--- src/design/mlp_pkg.sv ---
// ----------------------------------------------------------------------------
// mlp_pkg
// Shared types and constants for the integer perceptron with argmax readout.
// ----------------------------------------------------------------------------
package mlp_pkg;

  localparam int MAX_INPUTS  = 1024;
  localparam int MAX_HIDDEN  = 128;
  localparam int MAX_CLASSES = 16;
  localparam int PARAM_WORDS = 262144;

  localparam int PARAM_AW = $clog2(PARAM_WORDS);
  localparam int IN_AW    = $clog2(MAX_INPUTS);
  localparam int HID_AW   = $clog2(MAX_HIDDEN);
  localparam int CLS_AW   = $clog2(MAX_CLASSES);

  localparam int DATA_W   = 32;
  localparam int LEN_IN_W = 11;
  localparam int LEN_H_W  = 8;
  localparam int LEN_C_W  = 5;
  localparam int CFG_W    = 11;
  localparam int CFG_IW   = 2;

  localparam logic [CFG_IW-1:0] REG_INPUT_LENGTH = 2'd0;
  localparam logic [CFG_IW-1:0] REG_HIDDEN_ONE   = 2'd1;
  localparam logic [CFG_IW-1:0] REG_HIDDEN_TWO   = 2'd2;
  localparam logic [CFG_IW-1:0] REG_CLASS_COUNT  = 2'd3;

  localparam logic CMD_PARAM = 1'b0;
  localparam logic CMD_INPUT = 1'b1;

  typedef struct packed {
    logic              command;
    logic [17:0]       address;
    logic signed [31:0] value;
    logic              last;
  } in_word_t;

  typedef struct packed {
    logic [3:0]         class_index;
    logic signed [31:0] best_score;
  } out_word_t;

  typedef enum logic [1:0] {
    LAYER_ONE,
    LAYER_TWO,
    LAYER_THREE
  } layer_t;

  typedef enum logic [2:0] {
    ST_IDLE,
    ST_BIAS,
    ST_DOT,
    ST_DRAIN,
    ST_DONE
  } state_t;

  // one operation travelling down the MAC pipe
  typedef struct packed {
    logic               valid;
    logic               is_bias;
    logic               last;
    logic [LEN_H_W-1:0] neuron;
  } op_t;

  typedef struct packed {
    logic               valid;
    logic [LEN_H_W-1:0] neuron;
    logic [DATA_W-1:0]  value;
  } result_t;

endpackage

--- src/design/mlp_mac.sv ---
// ----------------------------------------------------------------------------
// mlp_mac
// Shared multiply-accumulate unit: registered product, then 32-bit wrapping
// accumulate. Emits the finished neuron with optional ReLU.
// ----------------------------------------------------------------------------
module mlp_mac (
  input  logic                   clk,
  input  logic                   rst,
  input  mlp_pkg::op_t           op,
  input  logic [31:0]            weight,
  input  logic [31:0]            act,
  input  logic                   relu,
  output mlp_pkg::result_t       res,
  output logic                   busy
);
  import mlp_pkg::*;

  op_t               op2;
  logic [DATA_W-1:0] prod;
  logic [DATA_W-1:0] mult;
  logic [DATA_W-1:0] acc;
  logic [DATA_W-1:0] sum;

  assign mult = weight * act;

  always_ff @(posedge clk) begin
    if (rst) begin
      op2.valid <= 1'b0;
    end else begin
      op2.valid <= op.valid;
    end
    op2.is_bias <= op.is_bias;
    op2.last    <= op.last;
    op2.neuron  <= op.neuron;
    prod        <= op.is_bias ? weight : mult;
  end

  assign sum = acc + prod;

  always_ff @(posedge clk) begin
    if (op2.valid) begin
      acc <= op2.is_bias ? prod : sum;
    end
  end

  always_comb begin
    res.valid  = op2.valid && !op2.is_bias && op2.last;
    res.neuron = op2.neuron;
    res.value  = (relu && sum[DATA_W-1]) ? '0 : sum;
  end

  assign busy = op2.valid;

endmodule

--- config.mk ---
export PLATFORM = sky130hd
export DESIGN_NAME = mlp_mac
export DESIGN_NICKNAME = d
export VERILOG_FILES = /design/src/design/mlp_pkg.sv /design/src/design/mlp_mac.sv
export SDC_FILE = /design/constraint.sdc
export NUM_CORES = 1
export LEC_CHECK = 0
export BUFFER_PORTS_ARGS = -buffer_cell sky130_fd_sc_hd__buf_2
export CAP_MARGIN = 20
export CORE_MARGIN = 3
export CORE_UTILIZATION = 60
export CTS_CLUSTER_DIAMETER = 40
export DETAILED_ROUTE_END_ITERATION = 8
export PLACE_DENSITY = 0.79
export SLEW_MARGIN = 20
export SYNTH_ARGS = -nofsm -noshare
export SYNTH_HDL_FRONTEND = slang
export SYNTH_SLANG_ARGS = --single-unit
--- constraint.sdc ---
create_clock -name clk -period 18.17 [get_ports clk]
set_input_delay 0 -clock clk [delete_from_list [all_inputs] [get_ports clk]]
set_output_delay 0 -clock clk [all_outputs]
set_load 0.02 [all_outputs]
==> impl_metrics.toml <==
[yosys]
synth_seq_cells = 75
syn_area_per_cell_sq_um = 9.138
synth_seq_area_share = 0.09049
ys_warn_count = 0
synth_edf_count = 32
synthFlopType = "dfxtp_1"
syn_inst = 2203
synth_cell_types = 63
synth_nets = 2844
synth-async-reset-ratio = 0
syn_area_sq_um = 20130

[final_layout]
final_cell_mix = "fa_1, inv_1, and2_1"
final_nets = 2875
layout_commonest_cell = "fa_1"
drive_above_1_share = 0.07593
design_area_sq_um = 21290
fillerInstances = 2773
syn_to_final_growth_pct = 5.743

[routing]
avgRoutedWirePerCell_microns = 19.12
wirelength_microns = 51360
vias = 15210
antenna_left = 0
drc = 0
drt-vias-per-instance = 5.664
firstDrtPassIters = 5
first_iter_violations = 1023

[grt]
overflow = 0
grt_first_pass_wirelength_microns = 85870
grt_max_degree = 65
grt_pass1_vias = 16540
grt.total_usage = 0.3031
grt.busiest_layer = "met2"
met2_usage = 0.5102
antenna_found_initial = 4
met1_usage = 0.4055
grtUsageMet3 = 0.03129

[die]
core-area_sq_um = 32780
std_cell_rows = 66
dieHeight_microns = 189.2
pin_count = 120
dieArea_sq_um = 35790
fp.dieW_microns = 189.2
start_util = 0.6141

[sta]
rsz0062_at_grt = "no"
tns_ns = 0
finalMaxSlewViolations = 0
timing.final.hold_violations = 0
worst_slew_pin_slew_ns = 1.067
final-setup-viol-count = 0
fmax_mhz = 142.9
post-route-period-util = 0.3851
layout_min_cycle_time_ns = 6.998
clock_skew_ns = 0.005160
relSlewSlack = 0.2839

[cts]
cts_root_buf = "clkbuf_16"
clockBufferDepth = 2
cts_tree = "done"
clock_sinks = 75
post_cts_resized = 0
cts.htree.levels = 3
cts.clk_slew.worst_paths_ns = 0.06
cts_made_buffers = 9
worstSkewPairLatency_ns = 0.33

[setup_path]
critPathLaunchType = "input port"
crit_end = "prod[31]"
crit_path_end_kind = "register"
timing.rr.end = "acc[28]"
cp.required_ns = 18.42
r2r_slack_ns = 14.55
crit_arrival_ns = 7.24
crit_path_max_fanout = 24
r2r-start = "acc[0]"
ff2ff_path_depth = 11
cp-startpoint = "act[8]"
worstSetupPathType = "in2reg"

[placed_design]
port_buffers = 119
placed_cell_area_sq_um = 20820
gp_congestion = 0.9327
hpwlAfterDp_microns = 41230

[hold_path]
hp-class = "in2reg"

[run]
cap_violations = 0

[run_status]
outcome = "completed"
-- critical path: stages --
cell	delay [ns]
buf_2	0.44
nand2_1	0.18
fa_1	0.45
inv_1	0.08
fa_1	0.43
fa_1	0.55
inv_1	0.06
fa_1	0.47
inv_1	0.05
fa_1	0.50
inv_1	0.06
fa_1	0.53
inv_1	0.05
fa_1	0.49
fa_1	0.41
ha_1	0.35
a21o_1	0.18
a21o_1	0.17
a21o_1	0.20
a311o_1	0.39
a2111oi_2	0.33
nor3_1	0.15
o31ai_1	0.33
a21oi_1	0.11
o31ai_1	0.23
-- how the worst min path moves through the flow --
stage,cells past startpoint,from,to
2_1_floorplan,0,op[8],op2[8]
3_3_place_gp,1,op[4],res[36]
3_5_place_dp,1,op[7],res[39]
4_1_cts,3,weight[27],prod[27]
5_1_grt,3,weight[27],prod[27]
6_report,3,weight[27],prod[27]
-- registers in the layout, indices dropped and copies added (netlist names) --
register  count
res           8
busy          1
prod         32
op2           2
acc          32
-- cell usage after synthesis, types with 4 or more instances --
| master | number | area share |
|---|---|---|
| dfxtp_1 | 43 | 0.043 |
| buf_4 | 8 | 0.0030 |
| a211oi_1 | 9 | 0.0034 |
| a31oi_1 | 5 | 0.0016 |
| a21o_1 | 23 | 0.0086 |
| o31ai_1 | 8 | 0.0030 |
| nor2_1 | 27 | 0.0050 |
| inv_1 | 388 | 0.072 |
| a311oi_1 | 4 | 0.0017 |
| nand2b_1 | 9 | 0.0028 |
| o21bai_1 | 6 | 0.0022 |
| nor3b_1 | 6 | 0.0022 |
| a2111oi_0 | 4 | 0.0017 |
| xnor2_1 | 66 | 0.029 |
| nand2_1 | 286 | 0.053 |
| o21ai_0 | 70 | 0.017 |
| fa_1 | 409 | 0.41 |
| a21boi_0 | 4 | 0.0015 |
| nor2b_1 | 11 | 0.0034 |
| and2_1 | 313 | 0.097 |
| clkbuf_1 | 103 | 0.019 |
| edfxtp_1 | 32 | 0.048 |
| xor2_1 | 34 | 0.015 |
| ha_1 | 154 | 0.096 |
| a21boi_2 | 4 | 0.0022 |
| nand3_1 | 6 | 0.0015 |
| o211ai_1 | 5 | 0.0019 |
| nor3_1 | 17 | 0.0042 |
| and3_1 | 8 | 0.0025 |
| or3_1 | 4 | 0.0012 |
| mux2_2 | 10 | 0.0056 |
| a21oi_1 | 63 | 0.016 |
| o21a_1 | 14 | 0.0052 |
| a21oi_2 | 8 | 0.0035 |
-- cells by family (layout without fill, tap and decap cells) --
kind of cell / Yosys count / after routing / synth area share
XOR/XNOR: 101 / 101 / 0.04469
multiplexers: 11 / 11 / 0.006091
buffers and inverters: 504 / 540 / 0.09658
AND/OR/NAND/NOR: 700 / 700 / 0.1784
AO/OA/AOI/OAI: 249 / 249 / 0.08136
adder cells (fa/ha/maj): 563 / 563 / 0.5024
other: 0 / 5 / 0
flip-flops: 75 / 75 / 0.09049
-- per-layer routing --
metal	wire length, microns	up-vias
met4	2320	0
met2	24790	677
met3	3851	123
met5	0	-
li1	-	6795
met1	20390	7619
-- metrics by stage --
stage / hold slack [ns] / worst slack (ns) / std cells / utilization
floorplan: 0.02772 / 11.43 / 2203 / -
global placement: 0.1023 / 11.05 / 2651 / 0.6350
detailed placement: 0.1044 / 10.83 / 2651 / 0.6350
CTS: 0.01733 / 11.22 / 2681 / 0.6490
global route: 0.03071 / 10.82 / 2685 / 0.6493
finish: 0.02665 / 11.17 / 2686 / 0.6493
-- final cells by class --
type | instances | area, sq um | share of cell area
Sequential cell | 75 | 1823 | 0.08564
Timing Repair Buffer | 136 | 758.2 | 0.03562
Multi-Input combinational cell | 1624 | 16370 | 0.7688
Clock inverter | 6 | 68.82 | 0.003233
Tap cell | 442 | 553.0 | 0.02598
Clock buffer | 10 | 250.2 | 0.01176
Antenna cell | 5 | 12.51 | 0.0005878
Inverter | 388 | 1456 | 0.06841
-- timing repair --
item,4_1_cts,5_1_grt
buffers inserted,0,0
hold endpoints to repair,13,0
hold buffers,14,0
Power is left out: the tool's default activity adds up to more than one toggle a clock period on the data nets, which glitch-free logic cannot reach.
