### src/design/mlp_pkg.sv
// ----------------------------------------------------------------------------
// mlp_pkg
// Shared types and constants for the integer perceptron with argmax readout.
// ----------------------------------------------------------------------------
package mlp_pkg;

  localparam int MAX_INPUTS  = 1024;
  localparam int MAX_HIDDEN  = 128;
  localparam int MAX_CLASSES = 16;
  localparam int PARAM_WORDS = 262144;

  localparam int PARAM_AW = $clog2(PARAM_WORDS);
  localparam int IN_AW    = $clog2(MAX_INPUTS);
  localparam int HID_AW   = $clog2(MAX_HIDDEN);
  localparam int CLS_AW   = $clog2(MAX_CLASSES);

  localparam int DATA_W   = 32;
  localparam int LEN_IN_W = 11;
  localparam int LEN_H_W  = 8;
  localparam int LEN_C_W  = 5;
  localparam int CFG_W    = 11;
  localparam int CFG_IW   = 2;

  localparam logic [CFG_IW-1:0] REG_INPUT_LENGTH = 2'd0;
  localparam logic [CFG_IW-1:0] REG_HIDDEN_ONE   = 2'd1;
  localparam logic [CFG_IW-1:0] REG_HIDDEN_TWO   = 2'd2;
  localparam logic [CFG_IW-1:0] REG_CLASS_COUNT  = 2'd3;

  localparam logic CMD_PARAM = 1'b0;
  localparam logic CMD_INPUT = 1'b1;

  typedef struct packed {
    logic              command;
    logic [17:0]       address;
    logic signed [31:0] value;
    logic              last;
  } in_word_t;

  typedef struct packed {
    logic [3:0]         class_index;
    logic signed [31:0] best_score;
  } out_word_t;

  typedef enum logic [1:0] {
    LAYER_ONE,
    LAYER_TWO,
    LAYER_THREE
  } layer_t;

  typedef enum logic [2:0] {
    ST_IDLE,
    ST_BIAS,
    ST_DOT,
    ST_DRAIN,
    ST_DONE
  } state_t;

  // one operation travelling down the MAC pipe
  typedef struct packed {
    logic               valid;
    logic               is_bias;
    logic               last;
    logic [LEN_H_W-1:0] neuron;
  } op_t;

  typedef struct packed {
    logic               valid;
    logic [LEN_H_W-1:0] neuron;
    logic [DATA_W-1:0]  value;
  } result_t;

endpackage

### src/design/mlp_seq.sv
// ----------------------------------------------------------------------------
// mlp_seq
// Inference sequencer: walks bias and weight addresses layer by layer and
// issues one bias or MAC operation per cycle to the shared unit, pausing to drain between layers.
// ----------------------------------------------------------------------------
module mlp_seq (
  input  logic                          clk,
  input  logic                          rst,
  input  logic                          start,
  input  logic [mlp_pkg::LEN_IN_W-1:0]  input_length,
  input  logic [mlp_pkg::LEN_H_W-1:0]   hidden_one_length,
  input  logic [mlp_pkg::LEN_H_W-1:0]   hidden_two_length,
  input  logic [mlp_pkg::LEN_C_W-1:0]   class_count,
  input  logic                          mac_busy,
  input  logic                          out_free,
  output logic [mlp_pkg::PARAM_AW-1:0]  param_raddr,
  output logic [mlp_pkg::IN_AW-1:0]     act_raddr,
  output mlp_pkg::op_t                  op,
  output mlp_pkg::layer_t               layer,
  output logic                          busy,
  output logic                          finish
);
  import mlp_pkg::*;

  state_t               state, state_next;
  layer_t               layer_next;
  logic [LEN_IN_W-1:0]  rows_in, rows_in_next;
  logic [LEN_H_W-1:0]   rows_out, rows_out_next;
  logic [LEN_H_W-1:0]   len_b, len_b_next;
  logic [LEN_C_W-1:0]   len_c, len_c_next;
  logic [PARAM_AW-1:0]  bias_ptr, bias_ptr_next;
  logic [PARAM_AW-1:0]  weight_ptr, weight_ptr_next;
  logic [LEN_IN_W-1:0]  k, k_next;
  logic [LEN_H_W-1:0]   neuron, neuron_next;
  op_t                  issue;
  logic [LEN_IN_W-1:0]  n_cl;
  logic [LEN_H_W-1:0]   a_cl, b_cl;
  logic [LEN_C_W-1:0]   c_cl;
  logic                 k_last;

  always_comb begin
    n_cl = input_length;
    if (input_length == '0) n_cl = LEN_IN_W'(1);
    else if (input_length > LEN_IN_W'(MAX_INPUTS)) n_cl = LEN_IN_W'(MAX_INPUTS);
    a_cl = hidden_one_length;
    if (hidden_one_length == '0) a_cl = LEN_H_W'(1);
    else if (hidden_one_length > LEN_H_W'(MAX_HIDDEN)) a_cl = LEN_H_W'(MAX_HIDDEN);
    b_cl = hidden_two_length;
    if (hidden_two_length == '0) b_cl = LEN_H_W'(1);
    else if (hidden_two_length > LEN_H_W'(MAX_HIDDEN)) b_cl = LEN_H_W'(MAX_HIDDEN);
    c_cl = class_count;
    if (class_count == '0) c_cl = LEN_C_W'(1);
    else if (class_count > LEN_C_W'(MAX_CLASSES)) c_cl = LEN_C_W'(MAX_CLASSES);
  end

  assign k_last = (k == rows_in - LEN_IN_W'(1));

  always_ff @(posedge clk) begin
    if (rst) begin
      state    <= ST_IDLE;
      op.valid <= 1'b0;
    end else begin
      state    <= state_next;
      op.valid <= issue.valid;
    end
    op.is_bias <= issue.is_bias;
    op.last    <= issue.last;
    op.neuron  <= issue.neuron;
    layer      <= layer_next;
    rows_in    <= rows_in_next;
    rows_out   <= rows_out_next;
    len_b      <= len_b_next;
    len_c      <= len_c_next;
    bias_ptr   <= bias_ptr_next;
    weight_ptr <= weight_ptr_next;
    k          <= k_next;
    neuron     <= neuron_next;
  end

  always_comb begin
    state_next      = state;
    layer_next      = layer;
    rows_in_next    = rows_in;
    rows_out_next   = rows_out;
    len_b_next      = len_b;
    len_c_next      = len_c;
    bias_ptr_next   = bias_ptr;
    weight_ptr_next = weight_ptr;
    k_next          = k;
    neuron_next     = neuron;
    issue           = '0;
    issue.neuron    = neuron;
    param_raddr     = weight_ptr;
    finish          = 1'b0;

    unique case (state)
      ST_IDLE: begin
        if (start) begin
          layer_next      = LAYER_ONE;
          rows_in_next    = n_cl;
          rows_out_next   = a_cl;
          len_b_next      = b_cl;
          len_c_next      = c_cl;
          bias_ptr_next   = '0;
          weight_ptr_next = PARAM_AW'(a_cl);
          k_next          = '0;
          neuron_next     = '0;
          state_next      = ST_BIAS;
        end
      end
      ST_BIAS: begin
        issue.valid   = 1'b1;
        issue.is_bias = 1'b1;
        param_raddr   = bias_ptr;
        bias_ptr_next = bias_ptr + PARAM_AW'(1);
        k_next        = '0;
        state_next    = ST_DOT;
      end
      ST_DOT: begin
        issue.valid     = 1'b1;
        issue.last      = k_last;
        weight_ptr_next = weight_ptr + PARAM_AW'(1);
        k_next          = k + LEN_IN_W'(1);
        if (k_last) begin
          if (neuron == rows_out - LEN_H_W'(1)) begin
            state_next = ST_DRAIN;
          end else begin
            neuron_next = neuron + LEN_H_W'(1);
            state_next  = ST_BIAS;
          end
        end
      end
      ST_DRAIN: begin
        if (!op.valid && !mac_busy) begin
          bias_ptr_next = weight_ptr;
          neuron_next   = '0;
          rows_in_next  = LEN_IN_W'(rows_out);
          unique case (layer)
            LAYER_ONE: begin
              layer_next      = LAYER_TWO;
              rows_out_next   = len_b;
              weight_ptr_next = weight_ptr + PARAM_AW'(len_b);
              state_next      = ST_BIAS;
            end
            LAYER_TWO: begin
              layer_next      = LAYER_THREE;
              rows_out_next   = LEN_H_W'(len_c);
              weight_ptr_next = weight_ptr + PARAM_AW'(len_c);
              state_next      = ST_BIAS;
            end
            default: begin
              state_next = ST_DONE;
            end
          endcase
        end
      end
      ST_DONE: begin
        if (out_free) begin
          finish     = 1'b1;
          state_next = ST_IDLE;
        end
      end
      default: begin
        state_next = ST_IDLE;
      end
    endcase
  end

  assign act_raddr = k[IN_AW-1:0];
  assign busy      = (state != ST_IDLE);

endmodule

### config.mk
export PLATFORM = sky130hd
export DESIGN_NAME = mlp_seq
export DESIGN_NICKNAME = d
export VERILOG_FILES = /design/src/design/mlp_pkg.sv /design/src/design/mlp_seq.sv
export SDC_FILE = /design/constraint.sdc
export NUM_CORES = 1
export LEC_CHECK = 0
export ABC_AREA = 0
export BUFFER_PORTS_ARGS = -buffer_cell sky130_fd_sc_hd__buf_2
export CAP_MARGIN = 20
export CORE_MARGIN = 2
export CORE_UTILIZATION = 33
export CTS_BUF_LIST = sky130_fd_sc_hd__clkbuf_4
export DETAILED_ROUTE_END_ITERATION = 7
export PLACE_DENSITY = 0.54
export SETUP_SLACK_MARGIN = 0.3
export SYNTH_ARGS = -nofsm -noshare
export SYNTH_HDL_FRONTEND = slang
export SYNTH_SLANG_ARGS = --single-unit
### constraint.sdc
create_clock -name clk -period 3.5 [get_ports clk]
set_input_delay 0.175 -clock clk [delete_from_list [all_inputs] [get_ports clk]]
set_output_delay 0.175 -clock clk [all_outputs]
set_load 0.02 [all_outputs]
==> flow_metrics.tcl <==
set metrics [dict create \
    status "finished clean" \
    final_max_slew_viol_count 0 \
    yosys_warnings 0 \
    yosys.cell_count.top_type "nand2_1" \
    cellLeakagePower_nw 2.81 \
    post-synth-top-area-cell "edfxtp_1" \
    critPathKind "flop to flop" \
    netlist_top_cells_area "edfxtp_1 44%, nand2_1 6.0%, xnor2_1 5.1%" \
    htreeDepth 3 \
    clock_skew_ns 0.0256 \
    reg2reg_slack_ns 0.48 \
    overflow 0 \
    ant_nets 0 \
    cts_sinks 103 \
    portBuffers 79 \
    comb_power_share_pct 45.9 \
    rsz0062_at_grt "false" \
    p_sw_w 0.00286 \
    grt_max_degree 34 \
    syn2layout_area_growth_pct 17.3 \
    ys_top_cells_by_count "97 x nand2_1, 89 x edfxtp_1, 54 x nor2_1" \
    synthFlopType "edfxtp_1" \
    synth_top_family_by_area "simple AND/OR/NAND/NOR gates" \
    nets 760 \
    cp-start-kind "flop" \
    setup_viol_count_final 0 \
    syn_avg_cell_area_um2 9.90 \
    place_congestion 0.860 \
    cts_made_buffers 9 \
    dpl.cell_count 899 \
    min-delay-start "hidden_one_length[1]" \
    grt_pass1_vias 4623 \
    die_x_um 139 \
    fin_crit_ns 3.02 \
    place.detailed.hpwl_um 11100 \
    worstSkewPairLatency_ns 0.49 \
    relSlewSlack_pct 38.4 \
    placed_area_um2 6680 \
    cts_root_buf "clkbuf_4" \
    ys_ff_latch 103 \
    critPathLaunch "rows_in[1]$_DFFE_PP_" \
    fin_area_um2 7100 \
    crit_arrival_ns 3.21 \
    vdd_drop_max_uv 375 \
    setup_ws_ns 0.485 \
    path_max_fanout 8 \
    row_count 49 \
    worst_pin_slew_ns 0.921 \
    grtUsageTotal_pct 15.6 \
    ctsLongestPathBuffers 2 \
    cp.required_ns 3.70 \
    postSynthCellCount 612 \
    synth-simple-area-share_pct 20.9 \
    grt_pass1_wl_um 24200 \
    drtPass1Iterations 4 \
    synth_area_um2 6060 \
    final.setup.tns_ns 0 \
    core_um2 18000 \
    via_per_inst 5.02 \
    synth_seq_area_share_pct 48.8 \
    drive_above_1_share_pct 17.7 \
    synthXorXnorAreaFrac_pct 9.54 \
    syn-num-nets 665 \
    die-area_um2 19500 \
    hold_viol 0 \
    num_vias 4728 \
    synth_fa_ha_area_share_pct 3.59 \
    r2r_start "rows_in[1]$_DFFE_PP_" \
    intPower_w 0.00345 \
    wl_per_cell_um 15.8 \
    p_seq_share_pct 43.6 \
    antenna_found_initial 1 \
    io_pins 80 \
    synth_cell_types 64 \
    dp_slack_ns 0.360 \
    hp-class "primary input to flop" \
    reg2regPathDepth 9 \
    fin_cells 942 \
    synth_top_area_share_pct 44.1 \
    layout_worst_path_cycle_share_pct 86.1 \
    p_per_area_nw_per_um2 888 \
    cts_tree "yes" \
    cap_violations 0 \
    r2r-end "neuron[2]$_SDFFCE_PN0P_" \
    p_clk_share_pct 10.5 \
    synth_edf_count 89 \
    fmax_mhz 332 \
    wirelength_um 14900 \
    async_flop_share_pct 0 \
    synth_compound_area_share_pct 11.7 \
    switching_share_pct 45.3 \
    initial_utilization_pct 33.7 \
    worstSetupEndpointType "flop" \
    clk_pin_slew_worst_paths_ns 0.17 \
    crit_end "neuron[2]$_SDFFCE_PN0P_" \
    die_h_um 139 \
    synthMuxAreaShare_pct 1.34 \
    fill_cells 1774 \
    initialDrtViolationCount 262 \
    drc_errors 0 \
]
cell families after synthesis:
kind of cell / Yosys count
simple gates: 261
compound gates: 104
flops: 103
xor+xnor: 66
buf+inv: 53
fa+ha+maj: 17
mux: 8
placed cells by master, fill, tap and decap left out, types with 14 or more instances in the layout:
| cell type | netlist | routed |
|---|---|---|
| buf_4 | 10 | 14 |
| buf_2 | 0 | 79 |
| edfxtp_1 | 89 | 89 |
| dfxtp_1 | 14 | 14 |
| xnor2_1 | 35 | 35 |
| xor2_1 | 31 | 31 |
| and3_1 | 18 | 18 |
| nand2_1 | 97 | 96 |
| nand3_1 | 24 | 24 |
| dlygate4sd3_1 | 0 | 24 |
| ha_1 | 15 | 15 |
| nor2_1 | 54 | 53 |
| a21oi_1 | 17 | 17 |
| o21ai_0 | 30 | 30 |
| inv_1 | 20 | 20 |
repair_timing:
item	4_1_cts	5_1_grt
setup buffers	0	1
endpoints found under the hold margin	26	0
resized for setup	0	7
endpoints found under the setup margin	0	17
hold buffers	24	0
flip-flops by register name (all words and copies together), names as in the netlist:
signal	flops
bias_ptr	18
weight_ptr	18
k	11
op	11
rows_in	11
len_b	8
neuron	8
rows_out	8
len_c	5
state	3
layer	2
area by class of cell:
class,count,area (um^2),area share (%)
antenna,1,2.50,0.0352
sequential,103,2950,41.6
clock buffer,9,67.6,0.951
tap,229,287,4.03
timing repair buffer,117,741,10.4
clock inverter,7,76.3,1.07
multi-input combinational,456,2900,40.9
inverter,20,75.1,1.06
worst min-delay path by stage:
stage / slack (ns) / endpoint / depth (start not counted)
finish: 0.05 / rows_out[1]$_DFFE_PP_ / 3
CTS: 0.002 / rows_out[1]$_DFFE_PP_ / 3
global placement: 0.42 / op[10]$_SDFF_PP0_ / 2
global route: 0.01 / rows_out[2]$_DFFE_PP_ / 2
floorplan: 0.24 / op[10]$_SDFF_PP0_ / 1
detailed placement: 0.41 / op[10]$_SDFF_PP0_ / 2
critical path: stages, from the launching register on:
cell and delay (ns):
edfxtp_1 0.45, inv_1 0.08, ha_1 0.21, or3b_1 0.44, nor4_4 0.24, xnor2_1 0.10, a2111o_1 0.37, a2111o_1 0.36
a311oi_2 0.27, buf_4 0.21
stage by stage:
stage	power (W)	hold slack (ns)	util (%)
after floorplan	0.00472	0.244	-
after global placement	0.00558	0.416	37.2
after detailed placement	0.00564	0.415	37.2
after CTS	0.00632	0.00204	39.3
after global routing	0.00678	0.0138	39.5
final	0.00631	0.0465	39.5
power groups by stage:
stage	combinational, W	sequential, W	clock (W)
floorplan	0.00206	0.00265	0
global placement	0.00281	0.00277	0
global route	0.00320	0.00285	0.000738
detailed placement	0.00285	0.00279	0
CTS	0.00288	0.00276	0.000685
finish	0.00290	0.00275	0.000662
metal layers:
layer  routed length (um)  GRT usage (%)  up-vias
met5                    0              0        -
met4                  263           5.74        0
met3                  591           2.48       16
met2                 6760           24.4      101
met1                 7250           22.0     2238
li1                     -              -     2373
Power figures use the tool's default switching activity.
